## src/rtl/rclt_pkg.sv

```systemverilog
// ----------------------------------------------------------------------------
// rclt_pkg
// Shared constants and types for the reference-counted lookup table.
// ----------------------------------------------------------------------------
package rclt_pkg;

  localparam int SLOTS          = 32;
  localparam int COUNT_BITS     = 16;
  localparam int NUM_BITS       = 32;
  localparam int SLOT_BITS      = $clog2(SLOTS);
  localparam int FREE_BITS      = 5;
  localparam int IDX_FIELD_BITS = 5;
  localparam int REF_FIELD_BITS = 16;
  localparam int QDEPTH         = 2;
  localparam int QPTR_BITS      = $clog2(QDEPTH);

  localparam logic [COUNT_BITS-1:0] COUNT_MAX = {COUNT_BITS{1'b1}};

  typedef enum logic [1:0] {
    ST_HIT   = 2'd0,
    ST_ALLOC = 2'd1,
    ST_FULL  = 2'd2,
    ST_FREED = 2'd3
  } status_t;

  localparam logic REQ_LOOKUP = 1'b0;
  localparam logic REQ_FREE   = 1'b1;

  typedef enum logic [1:0] {
    CMD_LOOKUP,
    CMD_FREE,
    CMD_FREE_SKIP
  } cmd_kind_t;

  typedef struct packed {
    cmd_kind_t              kind;
    logic [NUM_BITS-1:0]    number;
    logic [FREE_BITS-1:0]   slot;
  } cmd_t;

  typedef struct packed {
    logic empty;
    logic full;
  } q_status_t;

  typedef enum logic [1:0] {
    B_IDLE,
    B_SCAN,
    B_WRITE
  } back_state_t;

endpackage

```

## src/rtl/rclt_front.sv

```systemverilog
// ----------------------------------------------------------------------------
// rclt_front
// Accepts requests and classifies them into commands for the queue.
// ----------------------------------------------------------------------------
module rclt_front import rclt_pkg::*; (
  input  logic                 start,
  input  logic                 busy,
  input  logic                 req_type,
  input  logic [NUM_BITS-1:0]  object_number,
  input  logic [FREE_BITS-1:0] slot_to_free,
  output logic                 push,
  output cmd_t                 cmd
);

  logic in_range;

  assign in_range = (32'(slot_to_free) < SLOTS);
  assign push     = start && !busy;

  always_comb begin
    cmd.number = object_number;
    cmd.slot   = slot_to_free;
    if (req_type == REQ_FREE) begin
      // A free beyond the table still reports, but touches nothing.
      cmd.kind = in_range ? CMD_FREE : CMD_FREE_SKIP;
    end else begin
      cmd.kind = CMD_LOOKUP;
    end
  end

endmodule

```

## src/rtl/rclt_queue.sv

```systemverilog
// ----------------------------------------------------------------------------
// rclt_queue
// Short command queue between the front and back parts.
// ----------------------------------------------------------------------------
module rclt_queue import rclt_pkg::*; (
  input  logic      clk,
  input  logic      rst,
  input  logic      push,
  input  cmd_t      push_cmd,
  input  logic      pop,
  output cmd_t      head,
  output q_status_t stat
);

  cmd_t                 entries [QDEPTH];
  logic [QPTR_BITS-1:0] wr_ptr;
  logic [QPTR_BITS-1:0] rd_ptr;
  logic [QPTR_BITS:0]   count;
  logic                 do_push;
  logic                 do_pop;

  assign stat.empty = (count == '0);
  assign stat.full  = (count == (QPTR_BITS+1)'(QDEPTH));
  assign do_push    = push && !stat.full;
  assign do_pop     = pop && !stat.empty;
  assign head       = entries[rd_ptr];

  always_ff @(posedge clk) begin
    if (rst) begin
      wr_ptr <= '0;
      rd_ptr <= '0;
      count  <= '0;
    end else begin
      if (do_push) begin
        wr_ptr <= wr_ptr + 1'b1;
      end
      if (do_pop) begin
        rd_ptr <= rd_ptr + 1'b1;
      end
      if (do_push && !do_pop) begin
        count <= count + 1'b1;
      end else if (do_pop && !do_push) begin
        count <= count - 1'b1;
      end
    end
  end

  always_ff @(posedge clk) begin
    if (do_push) begin
      entries[wr_ptr] <= push_cmd;
    end
  end

endmodule

```

## src/rtl/rclt_back.sv

```systemverilog
// ----------------------------------------------------------------------------
// rclt_back
// Carries out commands: owns the slot memory, scans it, writes back, reports.
// ----------------------------------------------------------------------------
module rclt_back import rclt_pkg::*; (
  input  logic                      clk,
  input  logic                      rst,
  input  q_status_t                 q_stat,
  input  cmd_t                      q_cmd,
  output logic                      q_pop,
  output logic                      done,
  output logic [1:0]                status,
  output logic [IDX_FIELD_BITS-1:0] slot_index,
  output logic [REF_FIELD_BITS-1:0] reference_count
);

  // Slot memory, with one valid bit per slot so that reset empties it at once.
  logic [NUM_BITS-1:0]   mem_num [SLOTS];
  logic [COUNT_BITS-1:0] mem_cnt [SLOTS];
  logic [SLOTS-1:0]      valid;

  logic [NUM_BITS-1:0]   rd_num_q;
  logic [COUNT_BITS-1:0] rd_cnt_q;
  logic                  rd_vld_q;
  logic [NUM_BITS-1:0]   rd_num;
  logic [COUNT_BITS-1:0] rd_cnt;

  logic                  rd_en;
  logic [SLOT_BITS-1:0]  rd_addr;
  logic                  wr_en;
  logic                  wr_clear;
  logic [SLOT_BITS-1:0]  wr_addr;
  logic [NUM_BITS-1:0]   wr_num;
  logic [COUNT_BITS-1:0] wr_cnt;

  back_state_t           state, state_next;
  cmd_t                  cmd, cmd_next;
  logic [SLOT_BITS:0]    issue_cnt, issue_cnt_next;
  logic                  rd_live, rd_live_next;
  logic [SLOT_BITS-1:0]  rd_idx, rd_idx_next;
  logic                  have_free, have_free_next;
  logic [SLOT_BITS-1:0]  free_idx, free_idx_next;
  logic                  hit, hit_next;
  logic [SLOT_BITS-1:0]  hit_idx, hit_idx_next;
  logic [COUNT_BITS-1:0] hit_cnt, hit_cnt_next;

  logic                      done_next;
  logic [1:0]                status_next;
  logic [IDX_FIELD_BITS-1:0] slot_index_next;
  logic [REF_FIELD_BITS-1:0] reference_count_next;

  assign rd_num = rd_vld_q ? rd_num_q : '0;
  assign rd_cnt = rd_vld_q ? rd_cnt_q : '0;

  always_ff @(posedge clk) begin
    if (rd_en) begin
      rd_num_q <= mem_num[rd_addr];
      rd_cnt_q <= mem_cnt[rd_addr];
    end
    if (wr_en && !wr_clear) begin
      mem_num[wr_addr] <= wr_num;
      mem_cnt[wr_addr] <= wr_cnt;
    end
  end

  always_ff @(posedge clk) begin
    if (rst) begin
      valid    <= '0;
      rd_vld_q <= 1'b0;
    end else begin
      if (rd_en) begin
        rd_vld_q <= valid[rd_addr];
      end
      if (wr_en) begin
        valid[wr_addr] <= !wr_clear;
      end
    end
  end

  always_ff @(posedge clk) begin
    if (rst) begin
      state   <= B_IDLE;
      rd_live <= 1'b0;
      done    <= 1'b0;
    end else begin
      state   <= state_next;
      rd_live <= rd_live_next;
      done    <= done_next;
    end
  end

  always_ff @(posedge clk) begin
    cmd             <= cmd_next;
    issue_cnt       <= issue_cnt_next;
    rd_idx          <= rd_idx_next;
    have_free       <= have_free_next;
    free_idx        <= free_idx_next;
    hit             <= hit_next;
    hit_idx         <= hit_idx_next;
    hit_cnt         <= hit_cnt_next;
    status          <= status_next;
    slot_index      <= slot_index_next;
    reference_count <= reference_count_next;
  end

  always_comb begin
    state_next           = state;
    cmd_next             = cmd;
    issue_cnt_next       = issue_cnt;
    rd_live_next         = rd_live;
    rd_idx_next          = rd_idx;
    have_free_next       = have_free;
    free_idx_next        = free_idx;
    hit_next             = hit;
    hit_idx_next         = hit_idx;
    hit_cnt_next         = hit_cnt;
    done_next            = 1'b0;
    status_next          = status;
    slot_index_next      = slot_index;
    reference_count_next = reference_count;
    q_pop                = 1'b0;
    rd_en                = 1'b0;
    rd_addr              = issue_cnt[SLOT_BITS-1:0];
    wr_en                = 1'b0;
    wr_clear             = 1'b0;
    wr_addr              = hit_idx;
    wr_num               = cmd.number;
    wr_cnt               = hit_cnt;

    case (state)
      B_IDLE: begin
        if (!q_stat.empty) begin
          q_pop    = 1'b1;
          cmd_next = q_cmd;
          case (q_cmd.kind)
            CMD_FREE: begin
              wr_en                = 1'b1;
              wr_clear             = 1'b1;
              wr_addr              = SLOT_BITS'(q_cmd.slot);
              done_next            = 1'b1;
              status_next          = ST_FREED;
              slot_index_next      = IDX_FIELD_BITS'(q_cmd.slot);
              reference_count_next = '0;
            end
            CMD_FREE_SKIP: begin
              done_next            = 1'b1;
              status_next          = ST_FREED;
              slot_index_next      = IDX_FIELD_BITS'(q_cmd.slot);
              reference_count_next = '0;
            end
            CMD_LOOKUP: begin
              state_next     = B_SCAN;
              issue_cnt_next = '0;
              rd_live_next   = 1'b0;
              have_free_next = 1'b0;
              free_idx_next  = '0;
            end
            default: begin
              state_next = B_IDLE;
            end
          endcase
        end
      end

      B_SCAN: begin
        // Reads are issued one slot ahead of the compare on the returned data.
        rd_live_next = 1'b0;
        if (issue_cnt < (SLOT_BITS+1)'(SLOTS)) begin
          rd_en          = 1'b1;
          issue_cnt_next = issue_cnt + 1'b1;
          rd_live_next   = 1'b1;
          rd_idx_next    = issue_cnt[SLOT_BITS-1:0];
        end
        if (rd_live) begin
          if (rd_num == cmd.number) begin
            hit_next     = 1'b1;
            hit_idx_next = rd_idx;
            hit_cnt_next = (rd_cnt == COUNT_MAX) ? rd_cnt : rd_cnt + 1'b1;
            state_next   = B_WRITE;
          end else begin
            if (!have_free && rd_cnt == '0) begin
              have_free_next = 1'b1;
              free_idx_next  = rd_idx;
            end
            if (rd_idx == SLOT_BITS'(SLOTS - 1)) begin
              hit_next   = 1'b0;
              state_next = B_WRITE;
            end
          end
        end
      end

      B_WRITE: begin
        state_next = B_IDLE;
        done_next  = 1'b1;
        if (hit) begin
          wr_en                = 1'b1;
          status_next          = ST_HIT;
          slot_index_next      = IDX_FIELD_BITS'(hit_idx);
          reference_count_next = REF_FIELD_BITS'(hit_cnt);
        end else if (have_free) begin
          wr_en                = 1'b1;
          wr_addr              = free_idx;
          wr_cnt               = COUNT_BITS'(1);
          status_next          = ST_ALLOC;
          slot_index_next      = IDX_FIELD_BITS'(free_idx);
          reference_count_next = REF_FIELD_BITS'(1);
        end else begin
          status_next          = ST_FULL;
          slot_index_next      = '0;
          reference_count_next = '0;
        end
      end

      default: begin
        state_next = B_IDLE;
      end
    endcase
  end

endmodule

```

## src/rtl/refcounted_lookup_allocate_table_unit.sv

```systemverilog
// ----------------------------------------------------------------------------
// refcounted_lookup_allocate_table_unit
// Reference-counted slot table: lookup with allocate on miss, and free.
// ----------------------------------------------------------------------------
// A lookup in the back part pops the command, reads the slots in order and
// compares each entry one slot behind its read, then writes back; a hit ends
// the scan early. A free completes as it is popped. The single read port of
// the slot memory sets the lookup rate. Requests queue two deep; busy is high
// while full. Synchronous reset empties the queue and the whole table at once.
module refcounted_lookup_allocate_table_unit import rclt_pkg::*; (
  input  logic                      clk,
  input  logic                      rst,
  input  logic                      start,
  output logic                      busy,
  input  logic                      req_type,
  input  logic [NUM_BITS-1:0]       object_number,
  input  logic [FREE_BITS-1:0]      slot_to_free,
  output logic                      done,
  output logic [1:0]                status,
  output logic [IDX_FIELD_BITS-1:0] slot_index,
  output logic [REF_FIELD_BITS-1:0] reference_count
);

  logic      push;
  logic      pop;
  cmd_t      push_cmd;
  cmd_t      head;
  q_status_t q_stat;

  assign busy = q_stat.full;

  rclt_front u_front (
    .start         (start),
    .busy          (busy),
    .req_type      (req_type),
    .object_number (object_number),
    .slot_to_free  (slot_to_free),
    .push          (push),
    .cmd           (push_cmd)
  );

  rclt_queue u_queue (
    .clk      (clk),
    .rst      (rst),
    .push     (push),
    .push_cmd (push_cmd),
    .pop      (pop),
    .head     (head),
    .stat     (q_stat)
  );

  rclt_back u_back (
    .clk             (clk),
    .rst             (rst),
    .q_stat          (q_stat),
    .q_cmd           (head),
    .q_pop           (pop),
    .done            (done),
    .status          (status),
    .slot_index      (slot_index),
    .reference_count (reference_count)
  );

endmodule

```

## config.mk

```make
export PLATFORM = sky130hd
export DESIGN_NAME = refcounted_lookup_allocate_table_unit
export DESIGN_NICKNAME = d
export VERILOG_FILES = /design/src/rtl/rclt_pkg.sv /design/src/rtl/rclt_front.sv /design/src/rtl/rclt_queue.sv /design/src/rtl/rclt_back.sv /design/src/rtl/refcounted_lookup_allocate_table_unit.sv
export SDC_FILE = /design/constraint.sdc
export NUM_CORES = 2
export LEC_CHECK = 0
export BUFFER_PORTS_ARGS = -buffer_cell sky130_fd_sc_hd__clkbuf_2
export CAP_MARGIN = 20
export CORE_UTILIZATION = 52
export DETAILED_ROUTE_END_ITERATION = 8
export MAX_ROUTING_LAYER = met4
export PLACE_DENSITY = 0.78
export SYNTH_ARGS = -nofsm -noshare
export SYNTH_HDL_FRONTEND = slang
export SYNTH_SLANG_ARGS = --single-unit
```

## constraint.sdc

```tcl
create_clock -name clk -period 13.6 [get_ports clk]
set_input_delay 2.72 -clock clk [delete_from_list [all_inputs] [get_ports clk]]
set_output_delay 2.72 -clock clk [all_outputs]
set_load 0.005 [all_outputs]
```

==> impl_results.md <==
* Clk_lat worst skew at 0.80 ns
* Status: finished, final reports clean
* Warnings from Yosys at 0
* Worst VDD drop at 0.1978 mV
* Clock Tree Buf Depth at 3
* Root buf cell: clkbuf_16
* Final antenna-violating net count at 0
* Setup TNS at 0 ns
* Synthesized Nets at 3070
* WP buf/inv at 1
* Relative slew slack at 18.52%
* CTS Hold Bufs at 0
* Most frequent cells in the layout: edfxtp_1 (1754), mux4_2 (490), clkbuf_16 (168), mux2_2 (86), buf_4 (70)
* CP max stage delay at 0.93 ns
* CTS tree: yes
* Critical path startpoint: u_back.hit$_SDFFCE_PN1P_
* # diodes at 0
* Initial antenna violation count at 3
* # rows at 133
* Post-synth EDFFs at 1754
* Count of cell types in the netlist at 63
* Vias in the first global route at 34200
* Layout area overhead at 11.68%
* Power Total at 15300 uW
* CP required at 14.01 ns
* Asr flop ratio synth at 0%
* Total Die Area at 135000 um^2
* Routed vias at 33760
* Post_cts resized at 0
* H-tree depth at 4
* CP Class: reg2reg
* TritonRoute pass-1 iters at 5
* Post-CTS Setup Bufs at 0
* Share of post-route cells with drive strength above 1 at 30.46%
* Sequential-to-total area share from yosys stat at 77.08%
* Ports at 66
* Pin count of the biggest net entering global routing at 170
* Die Span X at 367.4 um
* CP Launch Type: register
* GRT Util Overall at 25.53%
* Worst Clk Skew at 0.04485 ns
* Max Clk Rate at 191.0 MHz
* First-pass GRT wire length at 239500 um
* Synth Register Bits at 1796
* Clk slew on worst S/H paths at 0.06 ns
* Iteration-0 DRC count of the detailed router at 5085
* Total detailed-routing wirelength at 166200 um
* Final-report setup violation count at 0
* Remaining DRCs at 0
* Port buffer count at 65
* RSZ-0062 raised after global routing: false
* Core ar. at 132000 um^2
* Nets at 3228
* Clk sinks at 1796
* Cell leakage power at 0.02390 uW
* DPL Wire Length at 77600 um
* Cells after synthesis at 3025
* Grt ovf at 0
* Final Hold Fails at 0
* Commonest non-fill, non-tap cell in the layout: edfxtp_1
* Worst-Margin Slew at 1.222 ns
* Die height at 367.4 um
* Crit path DAT at 5.65 ns
* GPL Wtd Cong at 0.8170
* Fin. max-slew vios at 0
* Min cycle time layout at 5.234 ns
* Starting Density at 52.61%
* R2r startpoint: u_back.hit$_SDFFCE_PN1P_
* Post-synth top flop: edfxtp_1
* Start point of the worst min-delay path: u_back.valid[21]$_SDFFE_PP0P_
* Post-DR wirelength/cell at 32.75 um
* Family with the most delay on the worst path: simple AND/OR/NAND/NOR gates
* Maxcap violations at 0
* Avg Synthesized Cell Area at 22.95 um^2
* CP Max Fanout at 31
* Vias per std cell at 6.653
* Worst path cell trace: nor2b_1, mux2_2, a22oi_1, o21a_1, nand3_1, nor2_4, buf_4
* Worst Hold Class: reg2reg
* Post-Syn Area at 69420 um^2
* Power Dens Cells at 197.4 nW/um^2
* Slowest-stage cell, CP: nor2_4
* CTS Buf Count at 164
* CP Capture Type: register
* Final period util at 38.49%
==> sequential cells by signal, summed over array words and instances, names as in the netlist, 6 cells and up, named ones only <==
| name | count |
|---|---|
| u_back.valid | 32 |
| u_back.rd_cnt_q | 16 |
| u_back.wr_num | 32 |
| u_back.mem_num | 1024 |
| u_back.mem_cnt | 512 |
| u_back.issue_cnt | 6 |
| u_back.hit_cnt | 16 |
| u_back.rd_num_q | 32 |
| u_back.reference_count | 16 |
| u_queue.entries | 76 |
==> final timing paths <==
check,end,slack (ns),cells after the start
min reg2reg,u_back.valid[21]$_SDFFE_PP0P_,0.47,2
max reg2reg,u_back.mem_num[17][22]$_DFFE_PP_,8.37,7
min,u_back.valid[21]$_SDFFE_PP0P_,0.47,2
max,u_back.mem_num[17][22]$_DFFE_PP_,8.37,7
==> per-layer routing <==
| layer | share of wire [%] | vias to the layer above | wire length, um | track usage, % |
|---|---|---|---|---|
| met2 | 50 | 2352 | 83740 | 41.23 |
| li1 | - | 13230 | - | - |
| met3 | 9.2 | 449 | 15310 | 4.343 |
| met1 | 36 | 17730 | 60540 | 32.64 |
| met5 | 0 | - | 0 | - |
| met4 | 4.0 | 0 | 6570 | 9.792 |
==> metrics by stage <==
stage / instances / setup WS, ns / util [%] / instance area, um^2 / hold WS [ns]
after CTS: 5063 / 8.353 / 58.53 / 77230 / 0.4750
after detailed placement: 4761 / 8.381 / 54.61 / 72070 / 0.4537
after global routing: 5074 / 8.081 / 58.75 / 77530 / 0.4902
final: 5074 / 8.366 / 58.75 / 77530 / 0.4707
after global placement: 4760 / 8.411 / 54.59 / 72040 / 0.4517
after floorplan: 3025 / 6.537 / - / 69420 / 0.4244
==> power by group <==
group | total [uW] | switching (uW) | internal [uW] | leakage, uW
sequential | 7020 | 354 | 6670 | 0.0162
clock | 4470 | 2020 | 2450 | 0.00251
combinational | 3810 | 1960 | 1850 | 0.00522
total | 15300 | 4340 | 11000 | 0.0239
==> cell usage after synthesis, drive strengths merged, types with 2 or more instances <==
master / count / share of area [%]
edfxtp: 1754 / 76
mux4: 490 / 16
mux2: 87 / 1.4
clkbuf: 84 / 0.45
buf: 74 / 0.55
nor2: 60 / 0.33
dfxtp: 42 / 1.2
nor3: 35 / 0.33
nand3: 33 / 0.25
nand2: 32 / 0.17
and2: 31 / 0.28
inv: 28 / 0.15
o22ai: 24 / 0.22
xor2: 23 / 0.29
nand4: 22 / 0.20
a211oi: 20 / 0.22
a41oi: 20 / 0.25
and3: 20 / 0.18
nand4b: 17 / 0.21
o21a: 17 / 0.18
a221oi: 12 / 0.15
xnor2: 12 / 0.15
a21oi: 11 / 0.085
nand2b: 11 / 0.099
nor4: 10 / 0.11
o21ai: 9 / 0.065
mux2i: 8 / 0.13
a41o: 4 / 0.058
ha: 4 / 0.072
nor2b: 4 / 0.036
or2: 4 / 0.036
a22oi: 3 / 0.032
a22o: 2 / 0.025
o211a: 2 / 0.040
o211ai: 2 / 0.041
or3: 2 / 0.018
==> worst register-to-register path: stages, from the launching register on <==
cell and delay, ns:
edfxtp_1 0.68, nor2b_1 0.55, mux2_2 0.40, a22oi_1 0.19
o21a_1 0.78, nand3_1 0.59, nor2_4 0.93, buf_4 0.71
==> cell type report <==
class	instances	area (um^2)
sequential	1796	53510
clock inverter	91	810.8
clock buffer	211	4353
multi-input combinational	1043	15300
timing repair buffer	150	1236
fill	8741	54430
tap	1755	2196
inverter	28	116.4
==> cells by family (layout without fill, tap and decap cells) <==
kind of cell,after synthesis,in the layout,synth area share (%)
buffers and inverters,186,480,1.153
flip-flops,1796,1796,77.08
AO/OA/AOI/OAI,136,136,1.532
AND/OR/NAND/NOR,283,283,2.280
adder cells (fa/ha/maj),4,4,0.07209
multiplexers,585,585,17.44
XOR/XNOR,35,35,0.4416
(Power assumes the default switching activity.)
